<file path="src/hw/rtl/lpd_pkg.sv">
// Shared definitions for the length-prefix deframer.
// Holds the request mode codes, buffer sizing defaults and register reset value.
// No dependencies.
package lpd_pkg;

    localparam int BUFFER_BYTES_DEF = 64;
    localparam int PREFIX_BYTES     = 4;

    localparam int MODE_W = 2;
    localparam int BYTE_W = 8;

    localparam logic [BYTE_W-1:0] CAPACITY_RESET = 8'd64;

    typedef enum logic [MODE_W-1:0] {
        MODE_APPEND = 2'd0,
        MODE_POLL   = 2'd1,
        MODE_FLUSH  = 2'd2,
        MODE_UNUSED = 2'd3
    } mode_t;

endpackage

</file>
<file path="src/hw/rtl/lpd_ram.sv">
// Generic single-port RAM with a registered read.
// Used for the deframer byte buffer; depends on nothing.
module lpd_ram #(
    parameter int WIDTH = 8,
    parameter int DEPTH = 64
) (
    input  logic                     aclk,
    input  logic                     we,
    input  logic [$clog2(DEPTH)-1:0] addr,
    input  logic [WIDTH-1:0]         wdata,
    output logic [WIDTH-1:0]         rdata
);

    logic [WIDTH-1:0] mem [DEPTH];

    always_ff @(posedge aclk) begin
        if (we) begin
            mem[addr] <= wdata;
        end
        rdata <= mem[addr];
    end

endmodule

</file>
<file path="src/hw/rtl/lpd_ring_add.sv">
// Shared ring-pointer adder: the buffer head plus an offset, wrapped at the depth.
// Every buffer address and head advance of the deframer goes through this unit.
// Depends on nothing.
module lpd_ring_add #(
    parameter int DEPTH = 64
) (
    input  logic [$clog2(DEPTH)-1:0]   base,
    input  logic [$clog2(DEPTH+1)-1:0] off,
    output logic [$clog2(DEPTH)-1:0]   sum
);

    localparam int PTR_W = $clog2(DEPTH);
    localparam int CNT_W = $clog2(DEPTH + 1);
    localparam logic [CNT_W:0] DEPTH_W = (CNT_W + 1)'(DEPTH);

    logic [CNT_W:0] raw;
    logic [CNT_W:0] wrapped;

    always_comb begin
        raw     = (CNT_W + 1)'(base) + (CNT_W + 1)'(off);
        wrapped = (raw >= DEPTH_W) ? raw - DEPTH_W : raw;
        sum     = wrapped[PTR_W-1:0];
    end

endmodule

</file>
<file path="src/hw/rtl/length_prefix_deframer_unit.sv">
// Length-prefix deframer top level: sequencer, ring buffer and output register.
// Depends on lpd_pkg, lpd_ram and lpd_ring_add.
//
// The slave channel carries one request per byte event: s_tuser holds the mode
// (append, poll, flush) and s_tdata the byte used by an append. Bytes are kept
// in a circular buffer. Frames start with a 4-byte big-endian payload length.
// When a complete frame fits the configured capacity, its payload leaves on the
// master channel one byte per request, m_tlast marking the final byte; a
// zero-length payload gives one request with m_tuser set and m_tlast set.
// cfg_we writes the receiver capacity; zero makes append and poll requests inert.
// Sequencing: a flush, an ignored request or an append that leaves fewer than four
// bytes completes in the idle state. Any other append or poll reads the four prefix
// bytes through the single RAM port before deciding. Each payload byte costs a RAM
// read and an output load and then waits for m_tready; ST_DROP removes the frame.
// s_tready is high only while the sequencer is idle. If the receiver stalls,
// the payload byte holds in the output register and the sequencer waits.
// After reset the buffer is empty and the capacity is 64; no clearing pass runs.
module length_prefix_deframer_unit
    import lpd_pkg::*;
#(
    parameter int BUFFER_BYTES = BUFFER_BYTES_DEF
) (
    input  logic              aclk,
    input  logic              aresetn,
    input  logic              s_tvalid,
    output logic              s_tready,
    input  logic [7:0]        s_tdata,   // [7:0] data_byte
    input  logic [MODE_W-1:0] s_tuser,   // [1:0] mode
    output logic              m_tvalid,
    input  logic              m_tready,
    output logic [7:0]        m_tdata,   // [7:0] payload_byte
    output logic              m_tlast,
    output logic [0:0]        m_tuser,   // [0] empty_frame
    input  logic              cfg_we,
    input  logic [BYTE_W-1:0] cfg_wdata
);

    localparam int PTR_W = $clog2(BUFFER_BYTES);
    localparam int CNT_W = $clog2(BUFFER_BYTES + 1);
    localparam logic [CNT_W-1:0]  FULL_CNT   = CNT_W'(BUFFER_BYTES);
    localparam logic [CNT_W-1:0]  PREFIX_CNT = CNT_W'(PREFIX_BYTES);
    localparam logic [CNT_W-1:0]  ONE_CNT    = CNT_W'(1);
    localparam logic [BYTE_W-1:0] MAX_PLEN   = BYTE_W'(BUFFER_BYTES - PREFIX_BYTES);

    typedef enum logic [6:0] {
        ST_IDLE      = 7'b0000001,
        ST_PREFIX    = 7'b0000010,
        ST_DECIDE    = 7'b0000100,
        ST_EMIT_RD   = 7'b0001000,
        ST_EMIT_LD   = 7'b0010000,
        ST_EMIT_WAIT = 7'b0100000,
        ST_DROP      = 7'b1000000
    } state_t;

    state_t             state_reg, state_next;
    logic [PTR_W-1:0]   head_reg, head_next;
    logic [CNT_W-1:0]   fill_reg, fill_next;
    logic [CNT_W-1:0]   idx_reg, idx_next;
    logic [CNT_W-1:0]   frame_reg, frame_next;
    logic               pend_reg, pend_next;
    logic [1:0]         pidx_reg, pidx_next;
    logic               hinz_reg, hinz_next;
    logic [BYTE_W-1:0]  plen_lo_reg, plen_lo_next;
    logic [BYTE_W-1:0]  cap_reg;
    logic               out_valid_reg, out_valid_next;
    logic [BYTE_W-1:0]  out_data_reg, out_data_next;
    logic               out_last_reg, out_last_next;
    logic               out_empty_reg, out_empty_next;

    logic [CNT_W-1:0]   ring_off;
    logic [PTR_W-1:0]   ring_addr;
    logic               ram_we;
    logic [BYTE_W-1:0]  ram_rdata;
    logic [8:0]         frame_wide;
    logic [CNT_W-1:0]   frame_len;
    logic               too_big;
    mode_t              req_mode;

    lpd_ring_add #(
        .DEPTH (BUFFER_BYTES)
    ) u_ring_add (
        .base (head_reg),
        .off  (ring_off),
        .sum  (ring_addr)
    );

    lpd_ram #(
        .WIDTH (BYTE_W),
        .DEPTH (BUFFER_BYTES)
    ) u_buf_ram (
        .aclk  (aclk),
        .we    (ram_we),
        .addr  (ring_addr),
        .wdata (s_tdata),
        .rdata (ram_rdata)
    );

    assign req_mode   = mode_t'(s_tuser);
    assign frame_wide = {1'b0, plen_lo_reg} + 9'(PREFIX_BYTES);
    assign frame_len  = frame_wide[CNT_W-1:0];
    assign too_big    = hinz_reg || (plen_lo_reg > MAX_PLEN);

    assign s_tready = (state_reg == ST_IDLE);
    assign m_tvalid = out_valid_reg;
    assign m_tdata  = out_data_reg;
    assign m_tlast  = out_last_reg;
    assign m_tuser  = out_empty_reg;

    always_comb begin
        case (state_reg)
            ST_IDLE:   ring_off = fill_reg;
            ST_DECIDE: ring_off = too_big ? ONE_CNT : frame_len;
            ST_DROP:   ring_off = frame_reg;
            default:   ring_off = idx_reg;
        endcase
    end

    always_comb begin
        state_next     = state_reg;
        head_next      = head_reg;
        fill_next      = fill_reg;
        idx_next       = idx_reg;
        frame_next     = frame_reg;
        pend_next      = 1'b0;
        pidx_next      = pidx_reg;
        hinz_next      = hinz_reg;
        plen_lo_next   = plen_lo_reg;
        out_valid_next = out_valid_reg;
        out_data_next  = out_data_reg;
        out_last_next  = out_last_reg;
        out_empty_next = out_empty_reg;
        ram_we         = 1'b0;

        if (pend_reg) begin
            if (pidx_reg == 2'd3) begin
                plen_lo_next = ram_rdata;
            end else if (ram_rdata != '0) begin
                hinz_next = 1'b1;
            end
        end

        case (state_reg)
            ST_IDLE: begin
                idx_next  = '0;
                hinz_next = 1'b0;
                if (s_tvalid) begin
                    if (req_mode == MODE_FLUSH) begin
                        fill_next = '0;
                    end else if (req_mode inside {MODE_APPEND, MODE_POLL} && cap_reg != '0) begin
                        if (req_mode == MODE_APPEND) begin
                            if (fill_reg == FULL_CNT) begin
                                fill_next = '0;
                            end else begin
                                ram_we    = 1'b1;
                                fill_next = fill_reg + ONE_CNT;
                                if (fill_reg + ONE_CNT >= PREFIX_CNT) begin
                                    state_next = ST_PREFIX;
                                end
                            end
                        end else if (fill_reg >= PREFIX_CNT) begin
                            state_next = ST_PREFIX;
                        end
                    end
                end
            end
            ST_PREFIX: begin
                if (idx_reg != PREFIX_CNT) begin
                    pend_next = 1'b1;
                    pidx_next = idx_reg[1:0];
                    idx_next  = idx_reg + ONE_CNT;
                end else begin
                    state_next = ST_DECIDE;
                end
            end
            ST_DECIDE: begin
                frame_next = frame_len;
                idx_next   = PREFIX_CNT;
                if (too_big) begin
                    head_next  = ring_addr;
                    fill_next  = fill_reg - ONE_CNT;
                    state_next = ST_IDLE;
                end else if (fill_reg < frame_len) begin
                    state_next = ST_IDLE;
                end else if (plen_lo_reg >= cap_reg) begin
                    head_next  = ring_addr;
                    fill_next  = fill_reg - frame_len;
                    state_next = ST_IDLE;
                end else if (plen_lo_reg == '0) begin
                    out_valid_next = 1'b1;
                    out_data_next  = '0;
                    out_last_next  = 1'b1;
                    out_empty_next = 1'b1;
                    state_next     = ST_EMIT_WAIT;
                end else begin
                    state_next = ST_EMIT_RD;
                end
            end
            ST_EMIT_RD: begin
                state_next = ST_EMIT_LD;
            end
            ST_EMIT_LD: begin
                out_valid_next = 1'b1;
                out_data_next  = ram_rdata;
                out_last_next  = (idx_reg + ONE_CNT == frame_reg);
                out_empty_next = 1'b0;
                state_next     = ST_EMIT_WAIT;
            end
            ST_EMIT_WAIT: begin
                if (m_tready) begin
                    out_valid_next = 1'b0;
                    if (out_last_reg) begin
                        state_next = ST_DROP;
                    end else begin
                        idx_next   = idx_reg + ONE_CNT;
                        state_next = ST_EMIT_RD;
                    end
                end
            end
            ST_DROP: begin
                head_next  = ring_addr;
                fill_next  = fill_reg - frame_reg;
                state_next = ST_IDLE;
            end
            default: begin
                state_next = ST_IDLE;
            end
        endcase
    end

    always_ff @(posedge aclk) begin
        if (!aresetn) begin
            state_reg     <= ST_IDLE;
            head_reg      <= '0;
            fill_reg      <= '0;
            pend_reg      <= 1'b0;
            out_valid_reg <= 1'b0;
            cap_reg       <= CAPACITY_RESET;
        end else begin
            state_reg     <= state_next;
            head_reg      <= head_next;
            fill_reg      <= fill_next;
            pend_reg      <= pend_next;
            out_valid_reg <= out_valid_next;
            if (cfg_we) begin
                cap_reg <= cfg_wdata;
            end
        end
    end

    always_ff @(posedge aclk) begin
        idx_reg       <= idx_next;
        frame_reg     <= frame_next;
        pidx_reg      <= pidx_next;
        hinz_reg      <= hinz_next;
        plen_lo_reg   <= plen_lo_next;
        out_data_reg  <= out_data_next;
        out_last_reg  <= out_last_next;
        out_empty_reg <= out_empty_next;
    end

    // A request is never taken while a payload byte is still offered.
    assert property (@(posedge aclk) disable iff (!aresetn) s_tready |-> !m_tvalid)
        else $error("input accepted while output request pending");

    // The buffer never holds more bytes than its depth.
    assert property (@(posedge aclk) disable iff (!aresetn) fill_reg <= FULL_CNT)
        else $error("fill count exceeds buffer depth");

    // An empty-frame request is always the final request of its frame.
    assert property (@(posedge aclk) disable iff (!aresetn) m_tvalid && m_tuser[0] |-> m_tlast)
        else $error("empty frame without last");

    // Delivering the final payload byte removes the frame in the next cycle.
    assert property (@(posedge aclk) disable iff (!aresetn)
        m_tvalid && m_tready && m_tlast |=> state_reg == ST_DROP)
        else $error("frame not removed after final byte");

endmodule
</file>
<file path="config.mk">
export PLATFORM = sky130hd
export DESIGN_NAME = length_prefix_deframer_unit
export DESIGN_NICKNAME = d
export VERILOG_FILES = /design/src/hw/rtl/lpd_pkg.sv /design/src/hw/rtl/lpd_ram.sv /design/src/hw/rtl/lpd_ring_add.sv /design/src/hw/rtl/length_prefix_deframer_unit.sv
export SDC_FILE = /design/constraint.sdc
export NUM_CORES = 1
export LEC_CHECK = 0
export BUFFER_PORTS_ARGS = -buffer_cell sky130_fd_sc_hd__buf_2
export CORE_MARGIN = 3
export CORE_UTILIZATION = 40
export CTS_CLUSTER_DIAMETER = 200
export DETAILED_ROUTE_END_ITERATION = 10
export SYNTH_ARGS = -nofsm -noshare
export SYNTH_HDL_FRONTEND = slang
export SYNTH_SLANG_ARGS = --single-unit
export TNS_END_PERCENT = 30
</file>
<file path="constraint.sdc">
create_clock -name aclk -period 10.3 [get_ports aclk]
set_clock_uncertainty 0.2 [all_clocks]
set_input_delay 1.03 -clock aclk [delete_from_list [all_inputs] [get_ports aclk]]
set_output_delay 1.03 -clock aclk [all_outputs]
set_load 0.02 [all_outputs]
</file>
==> key figures <==
Setup path
  • Reg-to-reg endpoint: u_buf_ram.mem[32][6]$_DFFE_PP_
  • Req. time, crit path: 10.32 ns
  • Critical Path Start Type: flop
  • FF-to-FF Start: state_reg[6]$_SDFFE_PN0P_
  • Reg2reg setup slack: 3.22 ns
  • Largest stage delay, worst path: 1.28 ns
  • Bufs and invs on worst path: 2
  • Crit-path leading delay family: simple AND/OR/NAND/NOR gates
  • Path depth of the worst reg2reg path: 12
  • Crit. End Element: flop
  • CP Class: reg2reg
  • CP cell instances: nor2_1, nand3_1, clkinv_1, o21ai_0, nand3_1, ha_4, fa_4, inv_1, nand2_1, nor2_1, nand2_1, nor3_1
  • Worst-path fanout max: 46
  • Worst EP arrival: 7.10 ns
  • Critical Path Slowest Stage Cell: nor3_1

Hold path
  • Min-Delay Path Depth: 2
  • Hold path startpoint: hinz_reg$_SDFFE_PP0P_
  • Class of the worst hold path: reg2reg
  • Hold endpoint: hinz_reg$_SDFFE_PP0P_

GRT
  • Vias in the first global route: 15138
  • Total track usage: 0.2121
  • Pin count of the biggest net entering global routing: 65
  • First-pass GRT wire length: 102100 um
  • Initial antenna violation count: 0
  • GRT Residual Overflow: 0

Place
  • Final HPWL DP: 42180 um
  • Placement-stage cell area: 0.02609 sq mm
  • IO Port Bufs: 34
  • Placed cell count: 2436
  • Routability cong.: 0.8947

Floorplanning
  • Die area: 0.06485 sq mm
  • Die Ht: 254.7 um
  • Core ar.: 0.06081 sq mm
  • Starting Density: 0.4067
  • Rows: 90
  • Die width: 254.7 um
  • Top Ports: 35

Clock tree
  • Setup Fix Bufs, Post-CTS: 0
  • Clock sinks: 585
  • Hold Buf Count CTS: 0
  • Post-CTS Resized: 0
  • CTS max path bufs: 3
  • Clk slew on worst S/H paths: 0.06 ns
  • Clk root buf: clkbuf_16
  • TritonCTS clock tree: done
  • Worst-Skew Late Latency: 0.62 ns
  • Num CTS Buffers: 58
  • H-tree depth reported by CTS: 2

Yosys
  • Synthesized Nets: 1714
  • XOR/XNOR Fraction of Synth Area: 0.01356
  • Asr flop ratio synth: 0
  • Mapped cell area: 0.02473 sq mm
  • Post-Synth Adder-Cell Area: 0.01862
  • Distinct cells, synth: 70
  • Synth top area share: 0.6630
  • Largest area contributor in the netlist: edfxtp_1
  • Ranking of synthesized cells by area: edfxtp_1 (66%), mux4_2 (5.7%), dfxtp_1 (3.2%)
  • Synth Flop Type: edfxtp_1
  • Syn_area_per_cell: 14.93 sq um
  • Post-synthesis compound-gate area fraction: 0.09036
  • Post-synthesis mux area share: 0.07933
  • YS warnings: 0
  • #FFs+latches synth: 585
  • Sequential area share after synthesis: 0.6945
  • Main combinational cell family by area after synthesis: compound AO/OA/AOI/OAI gates
  • Post-Syn Instances: 1656
  • Synth Area in Simple Gates: 0.07999
  • Post-synth EDFFs: 546

Timing
  • Setup repair after global routing missed its margin: false
  • Final hold vios: 0
  • TNS Setup: 0 ns
  • Hold Worst Slack: 0.2834 ns
  • F_max: 141.3 MHz
  • Min cycle time layout: 7.077 ns
  • Relative slew slack: 0.03191
  • Worst slew pin tran: 1.441 ns
  • Fin. max-slew vios: 0
  • Final Cycle Share: 0.6871
  • Setup violators final: 0

Detailed routing
  • Post-Route WL: 68800 um
  • First-iteration detailed-routing DRC count: 2075
  • Via count: 15372
  • Via-per-instance ratio: 6.050
  • Antenna Violating Nets Remaining: 0
  • Residual DRC: 0
  • First-pass iteration count of the detailed router: 5
  • WL per Instance: 27.08 um

Finish
  • Design Area, Final: 0.02790 sq mm
  • Antenna diodes: 0
  • Fill count: 5295
  • Layout cell share with drive strength beyond 1: 0.1694
  • Top reg by flops: u_buf_ram.mem
  • Total Nets Final: 1773
  • Final core occ: 0.4589
  • Max reg flops: 512
  • Post-Layout Cell Count: 2541
  • P&R area growth vs syn: 12.83%

Power
  • VDD IR max: 196.4 uV
  • PD cells: 266.2 mW/mm^2
  • Leak: 9.079 nW

Run
  • # Max-Cap Violations: 0

Run status
  • Status: complete, no violations
-- stage by stage --
step | setup slack (ns) | total power [mW]
5_1_grt | 3.058 | 7.703
2_1_floorplan | 5.422 | 4.411
6_report | 3.223 | 7.426
3_3_place_gp | 3.703 | 5.368
3_5_place_dp | 3.462 | 5.378
4_1_cts | 3.431 | 7.414
-- cell usage in the layout, fill, tap and decap left out, types with 8 or more instances in the layout --
cell       instances
ha_1              31
mux4_2            63
xnor2_1           14
nor2b_1            9
a21oi_1           81
and3_1            15
mux2i_1           34
dfxtp_1           39
nand4_1            8
a311oi_1          14
nor2_1            48
edfxtp_1         546
a211oi_1          12
nand2_1          146
inv_1             36
o2111ai_1          9
buf_4             72
o221ai_1          11
clkinv_2          14
o21ai_0           49
a22oi_1           11
xor2_1            15
nor3_2            12
clkbuf_16         58
nand3_1           61
buf_2             34
and2_1            16
clkinv_1          13
mux2_2            18
clkbuf_1          12
a221oi_1          20
o211ai_1          12
a31oi_1           30
nor3_1            65
nand2b_1           8
a21o_1             8
-- how the worst max path moves through the flow --
stage / start / endpoint / cells past startpoint
finish: state_reg[6]$_SDFFE_PN0P_ / u_buf_ram.mem[32][6]$_DFFE_PP_ / 12
global route: state_reg[6]$_SDFFE_PN0P_ / u_buf_ram.mem[54][0]$_DFFE_PP_ / 13
CTS: state_reg[6]$_SDFFE_PN0P_ / u_buf_ram.mem[8][7]$_DFFE_PP_ / 12
detailed placement: state_reg[6]$_SDFFE_PN0P_ / u_buf_ram.mem[32][2]$_DFFE_PP_ / 12
global placement: state_reg[6]$_SDFFE_PN0P_ / u_buf_ram.mem[22][0]$_DFFE_PP_ / 13
floorplan: state_reg[4]$_SDFFE_PN0P_ / u_buf_ram.mem[20][0]$_DFFE_PP_ / 14
-- final cells by class --
class / instances / area [sq um] / share of cell area
Clock buffer: 70 / 1496 / 0.05363
Clock inverter: 34 / 297.8 / 0.01067
Inverter: 37 / 138.9 / 0.004977
Multi-Input combinational cell: 927 / 7104 / 0.2546
Sequential cell: 585 / 17180 / 0.6156
Tap cell: 782 / 978.4 / 0.03507
Timing Repair Buffer: 106 / 710.7 / 0.02547
-- power breakdown --
group | total [mW] | internal, mW | switching (mW)
Clock | 2.05 | 1.15 | 0.896
Sequential | 2.78 | 2.67 | 0.104
Combinational | 2.60 | 0.898 | 1.70
Total | 7.43 | 4.72 | 2.70
-- kinds of logic after synthesis --
| kind of cell | count (synthesis) |
|---|---|
| buf+inv | 144 |
| flops | 585 |
| compound gates | 326 |
| xor+xnor | 35 |
| mux | 115 |
| simple gates | 416 |
| fa+ha+maj | 35 |
-- tightest hold or removal path, stage by stage (launching register included) --
cell and delay [ns]:
dfxtp_1 0.34, a31oi_1 0.05, nor2_1 0.07
-- Yosys cell counts, types with 6 or more instances --
library cell	count
edfxtp_1	546
nand2_1	146
a21oi_1	81
nor3_1	77
clkbuf_1	66
mux4_2	63
nand3_1	61
nor2_1	50
o21ai_0	49
dfxtp_1	39
inv_1	36
buf_2	34
mux2i_1	34
ha_1	32
a31oi_1	30
a221oi_1	20
mux2_2	18
xor2_1	17
and2_1	16
xnor2_1	16
and3_1	15
a311oi_1	14
a211oi_1	12
o211ai_1	12
a22oi_1	11
o221ai_1	11
nor2b_1	9
o2111ai_1	9
a21o_1	8
nand2b_1	8
nand4_1	8
a222oi_1	7
a22o_1	7
nor4_1	7
o22ai_1	7
a221o_1	6
buf_1	6
-- routing by layer --
metal  up-vias  share of wire  global-route usage  wire (um)
met1      7856           0.43              0.3063      29370
met5         -              0                   0          0
li1       6670              -                   -          -
met3       116          0.085             0.03763       5873
met2       730           0.46              0.3318      31760
met4         0          0.026             0.06125       1795
Note: power is estimated with default switching activity, not from simulation.
